[src/design/cmld_pkg.sv]
package cmld_pkg;

  typedef enum logic [2:0] {
    PH_IDLE,
    PH_COUNTS,
    PH_LIST0,
    PH_LIST1,
    PH_LIST2,
    PH_LIST3,
    PH_DONE
  } phase_t;

  localparam logic [2:0] KIND_EMPTY = 3'd4;

  localparam logic [2:0] ERR_NONE      = 3'd0;
  localparam logic [2:0] ERR_OVER32    = 3'd1;
  localparam logic [2:0] ERR_NOT_MIN   = 3'd2;
  localparam logic [2:0] ERR_UNORDERED = 3'd3;
  localparam logic [2:0] ERR_OVERFLOW  = 3'd4;
  localparam logic [2:0] ERR_INCONSIST = 3'd5;
  localparam logic [2:0] ERR_TRUNCATED = 3'd6;

  localparam logic [31:0] FLAG_PRIVATE     = 32'h0000_0002;
  localparam logic [31:0] FLAG_STATIC      = 32'h0000_0008;
  localparam logic [31:0] FLAG_NATIVE      = 32'h0000_0100;
  localparam logic [31:0] FLAG_ABSTRACT    = 32'h0000_0400;
  localparam logic [31:0] FLAG_CONSTRUCTOR = 32'h0001_0000;

  localparam logic [16:0] TABLE_LIMIT = 17'h1_0000;

  localparam logic CFG_FIELD_SIZE  = 1'b0;
  localparam logic CFG_METHOD_SIZE = 1'b1;

endpackage

[src/design/class_member_list_decoder.sv]
// Decodes a class member record presented one byte per request, checking each ULEB128 value
// and each member, and gives one result per member, one for a record with no members, or one
// error result that ends the record until the next start. A byte can be taken in every cycle
// while the result side is not stalled; its result, if any, is formed as the byte passes
// from the input register through one pass of decode logic into the output register. The
// user must write the table sizes through the configuration port only while no record is in
// flight; the block itself does not enforce this.
module class_member_list_decoder
  import cmld_pkg::*;
(
  input  logic        clk,
  input  logic        rst_n,
  input  logic        cfg_wr_en,
  input  logic        cfg_index,
  input  logic [16:0] cfg_wdata,
  input  logic        in_valid,
  output logic        in_stall,
  input  logic [7:0]  in_byte_value,
  input  logic        in_start_record,
  input  logic        in_end_of_data,
  output logic        out_valid,
  input  logic        out_stall,
  output logic [2:0]  out_member_kind,
  output logic [15:0] out_member_index,
  output logic [31:0] out_access_flags,
  output logic [31:0] out_code_offset,
  output logic [2:0]  out_error_code,
  output logic        out_last_in_record
);

  logic [16:0] field_size_r;
  logic [16:0] method_size_r;

  logic       s1_valid_r;
  logic [7:0] s1_byte_r;
  logic       s1_start_r;
  logic       s1_eod_r;

  phase_t      phase_r, phase_c, phase_nxt;
  logic [31:0] cnt_r [4];
  logic [31:0] cnt_c [4];
  logic [31:0] cnt_nxt [4];
  logic [31:0] acc_r, acc_c, acc_nxt;
  logic [2:0]  pos_r, pos_c, pos_nxt;
  logic [1:0]  sub_r, sub_c, sub_nxt;
  logic [31:0] run_r, run_c, run_nxt;
  logic        first_r, first_c, first_nxt;
  logic [31:0] held_r, held_c, held_nxt;

  logic        out_valid_r;
  logic [2:0]  kind_r;
  logic [15:0] index_r;
  logic [31:0] access_r;
  logic [31:0] code_r;
  logic [2:0]  err_r;
  logic        last_r;

  logic        out_ready;
  logic        s1_fire;

  logic        have;
  logic [2:0]  err;
  logic [2:0]  res_kind;
  logic [15:0] res_index;
  logic [31:0] res_access;
  logic [31:0] res_code;
  logic        res_last;

  logic        active;
  logic [1:0]  lst;
  logic [2:0]  kind_now;
  logic        complete;
  logic [31:0] val;
  logic [31:0] shifted;
  logic [31:0] acc_sum;
  logic [32:0] sum33;
  logic [16:0] field_eff;
  logic [16:0] method_eff;
  logic        found;
  logic [1:0]  next_lst;
  logic        direct_set;
  logic        no_code;

  assign out_ready = !out_valid_r || !out_stall;
  assign s1_fire   = s1_valid_r && out_ready;
  assign in_stall  = s1_valid_r && !out_ready;

  assign field_eff  = field_size_r[16] ? TABLE_LIMIT : field_size_r;
  assign method_eff = method_size_r[16] ? TABLE_LIMIT : method_size_r;

  always_comb begin
    if (s1_start_r) begin
      phase_c = PH_COUNTS;
      for (int i = 0; i < 4; i++) begin
        cnt_c[i] = '0;
      end
      acc_c   = '0;
      pos_c   = '0;
      sub_c   = '0;
      run_c   = '0;
      first_c = 1'b1;
      held_c  = '0;
    end else begin
      phase_c = phase_r;
      cnt_c   = cnt_r;
      acc_c   = acc_r;
      pos_c   = pos_r;
      sub_c   = sub_r;
      run_c   = run_r;
      first_c = first_r;
      held_c  = held_r;
    end
  end

  always_comb begin
    case (phase_c)
      PH_LIST0: begin
        active = 1'b1;
        lst    = 2'd0;
      end
      PH_LIST1: begin
        active = 1'b1;
        lst    = 2'd1;
      end
      PH_LIST2: begin
        active = 1'b1;
        lst    = 2'd2;
      end
      PH_LIST3: begin
        active = 1'b1;
        lst    = 2'd3;
      end
      PH_COUNTS: begin
        active = 1'b1;
        lst    = 2'd0;
      end
      default: begin
        active = 1'b0;
        lst    = 2'd0;
      end
    endcase
  end

  always_comb begin
    case (pos_c)
      3'd0:    shifted = {25'b0, s1_byte_r[6:0]};
      3'd1:    shifted = {18'b0, s1_byte_r[6:0], 7'b0};
      3'd2:    shifted = {11'b0, s1_byte_r[6:0], 14'b0};
      3'd3:    shifted = {4'b0, s1_byte_r[6:0], 21'b0};
      default: shifted = {s1_byte_r[3:0], 28'b0};
    endcase
  end

  assign acc_sum = acc_c | shifted;

  function automatic phase_t list_phase(input logic [1:0] l);
    phase_t p;
    case (l)
      2'd0:    p = PH_LIST0;
      2'd1:    p = PH_LIST1;
      2'd2:    p = PH_LIST2;
      default: p = PH_LIST3;
    endcase
    return p;
  endfunction

  always_comb begin
    phase_nxt = phase_c;
    cnt_nxt   = cnt_c;
    acc_nxt   = acc_c;
    pos_nxt   = pos_c;
    sub_nxt   = sub_c;
    run_nxt   = run_c;
    first_nxt = first_c;
    held_nxt  = held_c;

    have       = 1'b0;
    err        = ERR_NONE;
    res_kind   = '0;
    res_index  = '0;
    res_access = '0;
    res_code   = '0;
    res_last   = 1'b0;
    complete   = 1'b0;
    val        = '0;
    found      = 1'b0;
    next_lst   = '0;
    direct_set = (held_c & (FLAG_PRIVATE | FLAG_STATIC | FLAG_CONSTRUCTOR)) != '0;
    no_code    = (held_c & (FLAG_NATIVE | FLAG_ABSTRACT)) != '0;
    kind_now   = (phase_c == PH_COUNTS) ? KIND_EMPTY : {1'b0, lst};
    sum33      = '0;

    if (active) begin
      if (pos_c >= 3'd4 && s1_byte_r[7:4] != 4'd0) begin
        err = ERR_OVER32;
      end else if (!s1_byte_r[7]) begin
        if (pos_c != 3'd0 && s1_byte_r == 8'd0) begin
          err = ERR_NOT_MIN;
        end else begin
          complete = 1'b1;
          val      = acc_sum;
          acc_nxt  = '0;
          pos_nxt  = '0;
        end
      end else begin
        acc_nxt = acc_sum;
        pos_nxt = pos_c + 3'd1;
      end

      if (complete && phase_c == PH_COUNTS) begin
        cnt_nxt[sub_c] = val;
        if (sub_c == 2'd3) begin
          sub_nxt   = '0;
          run_nxt   = '0;
          first_nxt = 1'b1;
          for (int j = 0; j < 4; j++) begin
            if (!found && cnt_nxt[j] != '0) begin
              found    = 1'b1;
              next_lst = 2'(j);
            end
          end
          if (found) begin
            phase_nxt = list_phase(next_lst);
          end else begin
            phase_nxt = PH_DONE;
            have      = 1'b1;
            res_kind  = KIND_EMPTY;
            res_last  = 1'b1;
          end
        end else begin
          sub_nxt = sub_c + 2'd1;
        end
      end else if (complete) begin
        sum33 = {1'b0, run_c} + {1'b0, val};
        if (sub_c == 2'd0) begin
          if (!first_c && val == '0) begin
            err = ERR_UNORDERED;
          end else if (sum33[32]) begin
            err = ERR_OVERFLOW;
          end else begin
            run_nxt   = sum33[31:0];
            first_nxt = 1'b0;
            sub_nxt   = 2'd1;
          end
        end else if (sub_c == 2'd1 && !lst[1]) begin
          if (run_c >= {15'b0, field_eff} ||
              ((val & FLAG_STATIC) != '0) != (lst == 2'd0)) begin
            err = ERR_INCONSIST;
          end else begin
            have       = 1'b1;
            res_access = val;
          end
        end else if (sub_c == 2'd1) begin
          held_nxt = val;
          sub_nxt  = 2'd2;
        end else begin
          if (run_c >= {15'b0, method_eff} || direct_set != (lst == 2'd2) ||
              (val == '0) != no_code) begin
            err = ERR_INCONSIST;
          end else begin
            have       = 1'b1;
            res_access = held_c;
            res_code   = val;
          end
        end

        if (have) begin
          res_kind     = {1'b0, lst};
          res_index    = run_c[15:0];
          cnt_nxt[lst] = cnt_c[lst] - 32'd1;
          sub_nxt      = '0;
          for (int j = 0; j < 4; j++) begin
            if (!found && 2'(j) >= lst && cnt_nxt[j] != '0) begin
              found    = 1'b1;
              next_lst = 2'(j);
            end
          end
          if (!found) begin
            phase_nxt = PH_DONE;
            res_last  = 1'b1;
          end else begin
            phase_nxt = list_phase(next_lst);
            if (next_lst != lst) begin
              run_nxt   = '0;
              first_nxt = 1'b1;
            end
          end
        end
      end

      if (err == ERR_NONE && s1_eod_r && phase_nxt != PH_DONE) begin
        err = ERR_TRUNCATED;
      end
      if (err != ERR_NONE) begin
        phase_nxt  = PH_DONE;
        have       = 1'b1;
        res_kind   = kind_now;
        res_index  = '0;
        res_access = '0;
        res_code   = '0;
        res_last   = 1'b1;
      end
    end
  end

  always_ff @(posedge clk) begin
    if (!rst_n) begin
      field_size_r  <= '0;
      method_size_r <= '0;
      s1_valid_r    <= 1'b0;
      phase_r       <= PH_IDLE;
      out_valid_r   <= 1'b0;
    end else begin
      if (cfg_wr_en) begin
        if (cfg_index == CFG_FIELD_SIZE) begin
          field_size_r <= cfg_wdata;
        end
        if (cfg_index == CFG_METHOD_SIZE) begin
          method_size_r <= cfg_wdata;
        end
      end
      if (!in_stall) begin
        s1_valid_r <= in_valid;
      end
      if (s1_fire) begin
        phase_r     <= phase_nxt;
        out_valid_r <= have;
      end else if (!out_stall) begin
        out_valid_r <= 1'b0;
      end
    end
  end

  always_ff @(posedge clk) begin
    if (in_valid && !in_stall) begin
      s1_byte_r  <= in_byte_value;
      s1_start_r <= in_start_record;
      s1_eod_r   <= in_end_of_data;
    end
    if (s1_fire) begin
      cnt_r   <= cnt_nxt;
      acc_r   <= acc_nxt;
      pos_r   <= pos_nxt;
      sub_r   <= sub_nxt;
      run_r   <= run_nxt;
      first_r <= first_nxt;
      held_r  <= held_nxt;
      if (have) begin
        kind_r   <= res_kind;
        index_r  <= res_index;
        access_r <= res_access;
        code_r   <= res_code;
        err_r    <= err;
        last_r   <= res_last;
      end
    end
  end

  assign out_valid          = out_valid_r;
  assign out_member_kind    = kind_r;
  assign out_member_index   = index_r;
  assign out_access_flags   = access_r;
  assign out_code_offset    = code_r;
  assign out_error_code     = err_r;
  assign out_last_in_record = last_r;

endmodule
[config.mk]
export PLATFORM = sky130hd
export DESIGN_NAME = class_member_list_decoder
export DESIGN_NICKNAME = d
export VERILOG_FILES = /design/src/design/cmld_pkg.sv /design/src/design/class_member_list_decoder.sv
export SDC_FILE = /design/constraint.sdc
export NUM_CORES = 1
export LEC_CHECK = 0
export ABC_AREA = 1
export BUFFER_PORTS_ARGS = -buffer_cell sky130_fd_sc_hd__buf_2
export CAP_MARGIN = 40
export CORE_MARGIN = 2
export CORE_UTILIZATION = 50
export CTS_CLUSTER_SIZE = 16
export DETAILED_ROUTE_END_ITERATION = 6
export GPL_ROUTABILITY_DRIVEN = 0
export PLACE_DENSITY = 0.67
export SYNTH_ARGS = -nofsm -noshare
export SYNTH_HDL_FRONTEND = slang
export SYNTH_SLANG_ARGS = --single-unit
[constraint.sdc]
create_clock -name clk -period 10.2 [get_ports clk]
set_clock_uncertainty 0.15 [all_clocks]
set_input_delay 1.53 -clock clk [delete_from_list [all_inputs] [get_ports clk]]
set_output_delay 1.53 -clock clk [all_outputs]
set_load 0.01 [all_outputs]
==> flow_summary_export.csv <==
group,metric,value,unit
status,failed_checks,"design-rule violations",
die,num_rows,86,
placement,pre_cts_slack,2.368,ns
synth,fraction_of_the_yosys_area_taken_by_sequential_cells,38.50,%
status,run_status,"complete, but fails checks",
clocking,clk-insertion-delay-late,0.61,ns
worst_hold_path,hp-class,"reg -> reg",
synth,synth_top_cell_by_area,"sky130_fd_sc_hd__edfxtp_1",
die,io_pins,122,
critical_path,crit_type,"reg -> reg",
pwr,irDropWorstVdd,0.1136,mV
sta,timing.final.max_slew_violations,0,
synth,syn_nets,4090,
critical_path,crit_path_start_kind,"flip-flop",
clocking,cts-root-buf,"sky130_fd_sc_hd__clkbuf_16",
synth,synth_enable_flop_cells,327,
sta,final_hold_viol_count,0,
die,dieWidth,238.7,um
detailed_routing,postRouteAntennaNets,0,
critical_path,worst_ep_arrival_time,8.41,ns
run,cap_violations,0,
synth,synth_ff_type,"sky130_fd_sc_hd__edfxtp_1",
finish,drive_above_1_share,8.079,%
sta,setup_ws,2.085,ns
finish,area.growth.synth_to_final,8.771,%
placement,portBuffers,121,
synth,yosysWarnings,0,
finish,fin_nets,4078,
clocking,cts_post_setup_buffers_inserted,0,
global_route,grt_pass1_vias,24950,
die,floorplan_die_height,238.7,um
detailed_routing,routed_wirelength,105400,um
global_route,overflow_after_grt,0,
sta,fmaxAchievable,123.2,MHz
sta,slew_headroom,35.50,%
synth,postSynth.asyncResetShare,0,%
sta,setup_viol_count_final,0,
sta,fin_tns_setup,0,ns
critical_path,crit_required,10.50,ns
sta,tightestPinTransition,0.9574,ns
detailed_routing,routedWlPerCell,22.40,um
critical_path,most_numerous_cell_on_the_critical_path,"sky130_fd_sc_hd__nand2_1",
sta,min_period_over_period,79.56,%
synth,synth.distinct_cells,56,
detailed_routing,route.detailed.vias_per_inst,6.108,
finish,post_route_utilization,54.68,%
placement,numPlacedInstances,4626,
pwr,cellPowerDensity,142.7,mW/mm^2
detailed_routing,detailroute.via_count,28750,
global_route,antenna_violations_before_repair,3,
die,design.die.area,0.05696,sq mm
synth,synth.avg_cell_area,6.919,sq um
finish,number_of_standard_cells_in_the_final_layout_excluding_fillers,4707,
critical_path,path_max_fanout,88,
clocking,ctsHtreeMaxLevel,2,
synth,number_of_storage_elements_in_the_synthesis_netlist,366,
detailed_routing,detail_route.drc_violations,7,
die,initial_utilization,50.27,%
global_route,global_route_wire_length_before_repair,155700,um
critical_path,cp_slowest_stage_delay,0.65,ns
synth,synth_top_cells_by_area,"sky130_fd_sc_hd__edfxtp_1, sky130_fd_sc_hd__nand2_1, sky130_fd_sc_hd__o21ai_0",
placement,dp.final_hpwl,75260,um
critical_path,cpMaxStageDelayCell,"sky130_fd_sc_hd__nor2_4",
sta,fin_worst_hold_slack,0.3057,ns
pwr,leakagePower,13.58,nW
critical_path,cp-end-kind,"flip-flop",
synth,netlist_area,0.02753,sq mm
sta,grt_setup_unrepaired,"false",
synth,synth_top_area_share,35.67,%
die,core_area,0.05477,sq mm
sta,finalCriticalPeriod,8.115,ns
clocking,cts.clk_slew.worst_paths,0.06,ns
clocking,tritoncts,"done",
clocking,post_cts_resize_count,0,
global_route,global_route.usage.total,36.23,%
clocking,cts.path.max_buffers,3,
synth,synthCells,3979,
critical_path,r2r_setup_slack,2.09,ns
clocking,numCtsBuffers,43,
clocking,clock-sinks,366,
global_route,grt_start_max_net_pins,101,
detailed_routing,drtIter0Drc,4660,
clocking,cts.hold.buffers_added,0,
detailed_routing,firstDrtPassIters,7,
worst paths after layout:
kind	startpoint	to	cells past startpoint
max	s1_start_r	out_code_offset[28]	32
min	field_size_r[0]	field_size_r[0]	2
max reg2reg	s1_start_r	out_code_offset[28]	32
min reg2reg	field_size_r[0]	field_size_r[0]	2
cells in the final DEF, fill, tap and decap left out, drive strengths merged, types with 10 or more instances in the layout:
master,netlist,routed
clkbuf,149,50
inv,370,370
nand2,1277,1277
nand4,65,65
o21bai,10,10
dfxtp,39,39
a21oi,177,177
edfxtp,327,327
o21ai,481,481
ha,77,77
clkinv,7,26
nor3,12,12
nand3,288,288
nor4,14,14
o211ai,70,70
o22ai,67,67
buf,79,171
nor2,385,385
xor2,23,23
power breakdown:
part           internal (mW)  leakage, nW  switching, mW
Combinational          0.246         9.47          0.687
Sequential              1.73         3.44         0.0252
Clock                  0.899        0.677          0.684
cell families (layout without fill, tap and decap cells):
family,count (synthesis),in the layout,share of synthesized area [%]
muxes,8,8,0.2909
adders and majority gates,78,78,3.572
other,0,5,0
AOI/OAI and AO/OA,838,838,16.66
buffers and inverters,605,624,8.889
DFF,366,366,38.50
xor gates and xnor gates,31,31,0.9862
and+or+nand+nor,2053,2053,31.10
layout make-up:
class / instances / area, sq um
Clock buffer: 50 / 1134
Sequential cell: 366 / 10600
Tap cell: 704 / 880.8
Inverter: 377 / 1431
Antenna cell: 5 / 12.51
Fill cell: 5312 / 24820
Timing Repair Buffer: 171 / 1107
Multi-Input combinational cell: 3008 / 14510
Clock inverter: 26 / 266.5
flip-flops by register name, summed over array words and instances, names as in the netlist, 8 cells and up:
signal            flops
acc_r                32
cnt_r               128
field_size_r         17
held_r               32
method_size_r        17
out_access_flags     32
out_code_offset      32
out_member_index     16
run_r                32
s1_byte_r             8
worst max-delay path: cells and delay by family (launching register included):
kind | cells | cell delay [ns]
adders and majority gates | 3 | 0.81
AOI/OAI and AO/OA | 7 | 1.67
and+or+nand+nor | 16 | 3.72
buffers and inverters | 6 | 1.10
DFF | 1 | 0.42
Yosys cell counts, types with 15 or more instances:
library cell,count
sky130_fd_sc_hd__nand2_1,1263
sky130_fd_sc_hd__o21ai_0,460
sky130_fd_sc_hd__inv_1,362
sky130_fd_sc_hd__nor2_1,338
sky130_fd_sc_hd__edfxtp_1,327
sky130_fd_sc_hd__nand3_1,285
sky130_fd_sc_hd__a21oi_1,176
sky130_fd_sc_hd__clkbuf_1,149
sky130_fd_sc_hd__ha_1,77
sky130_fd_sc_hd__o211ai_1,70
sky130_fd_sc_hd__o22ai_1,67
sky130_fd_sc_hd__nand4_1,64
sky130_fd_sc_hd__nor2_2,44
sky130_fd_sc_hd__dfxtp_1,39
sky130_fd_sc_hd__buf_2,32
sky130_fd_sc_hd__xor2_1,23
sky130_fd_sc_hd__buf_1,22
sky130_fd_sc_hd__o21ai_1,20
sky130_fd_sc_hd__buf_4,15
per-layer routing:
metal,vias to the layer above,share of wire [%],global-route usage [%]
met5,-,0.022,0
met4,4,5.8,18.41
met3,330,15,11.15
met2,2086,40,49.43
met1,12990,39,51.29
li1,13340,-,-
through the flow:
step	cell area [sq um]	power (mW)
after floorplan	27530	2.396
after global placement	28340	2.659
after detailed placement	28530	2.673
after CTS	29930	4.240
after global routing	29940	4.415
final	29950	4.272
(Power assumes the default switching activity.)
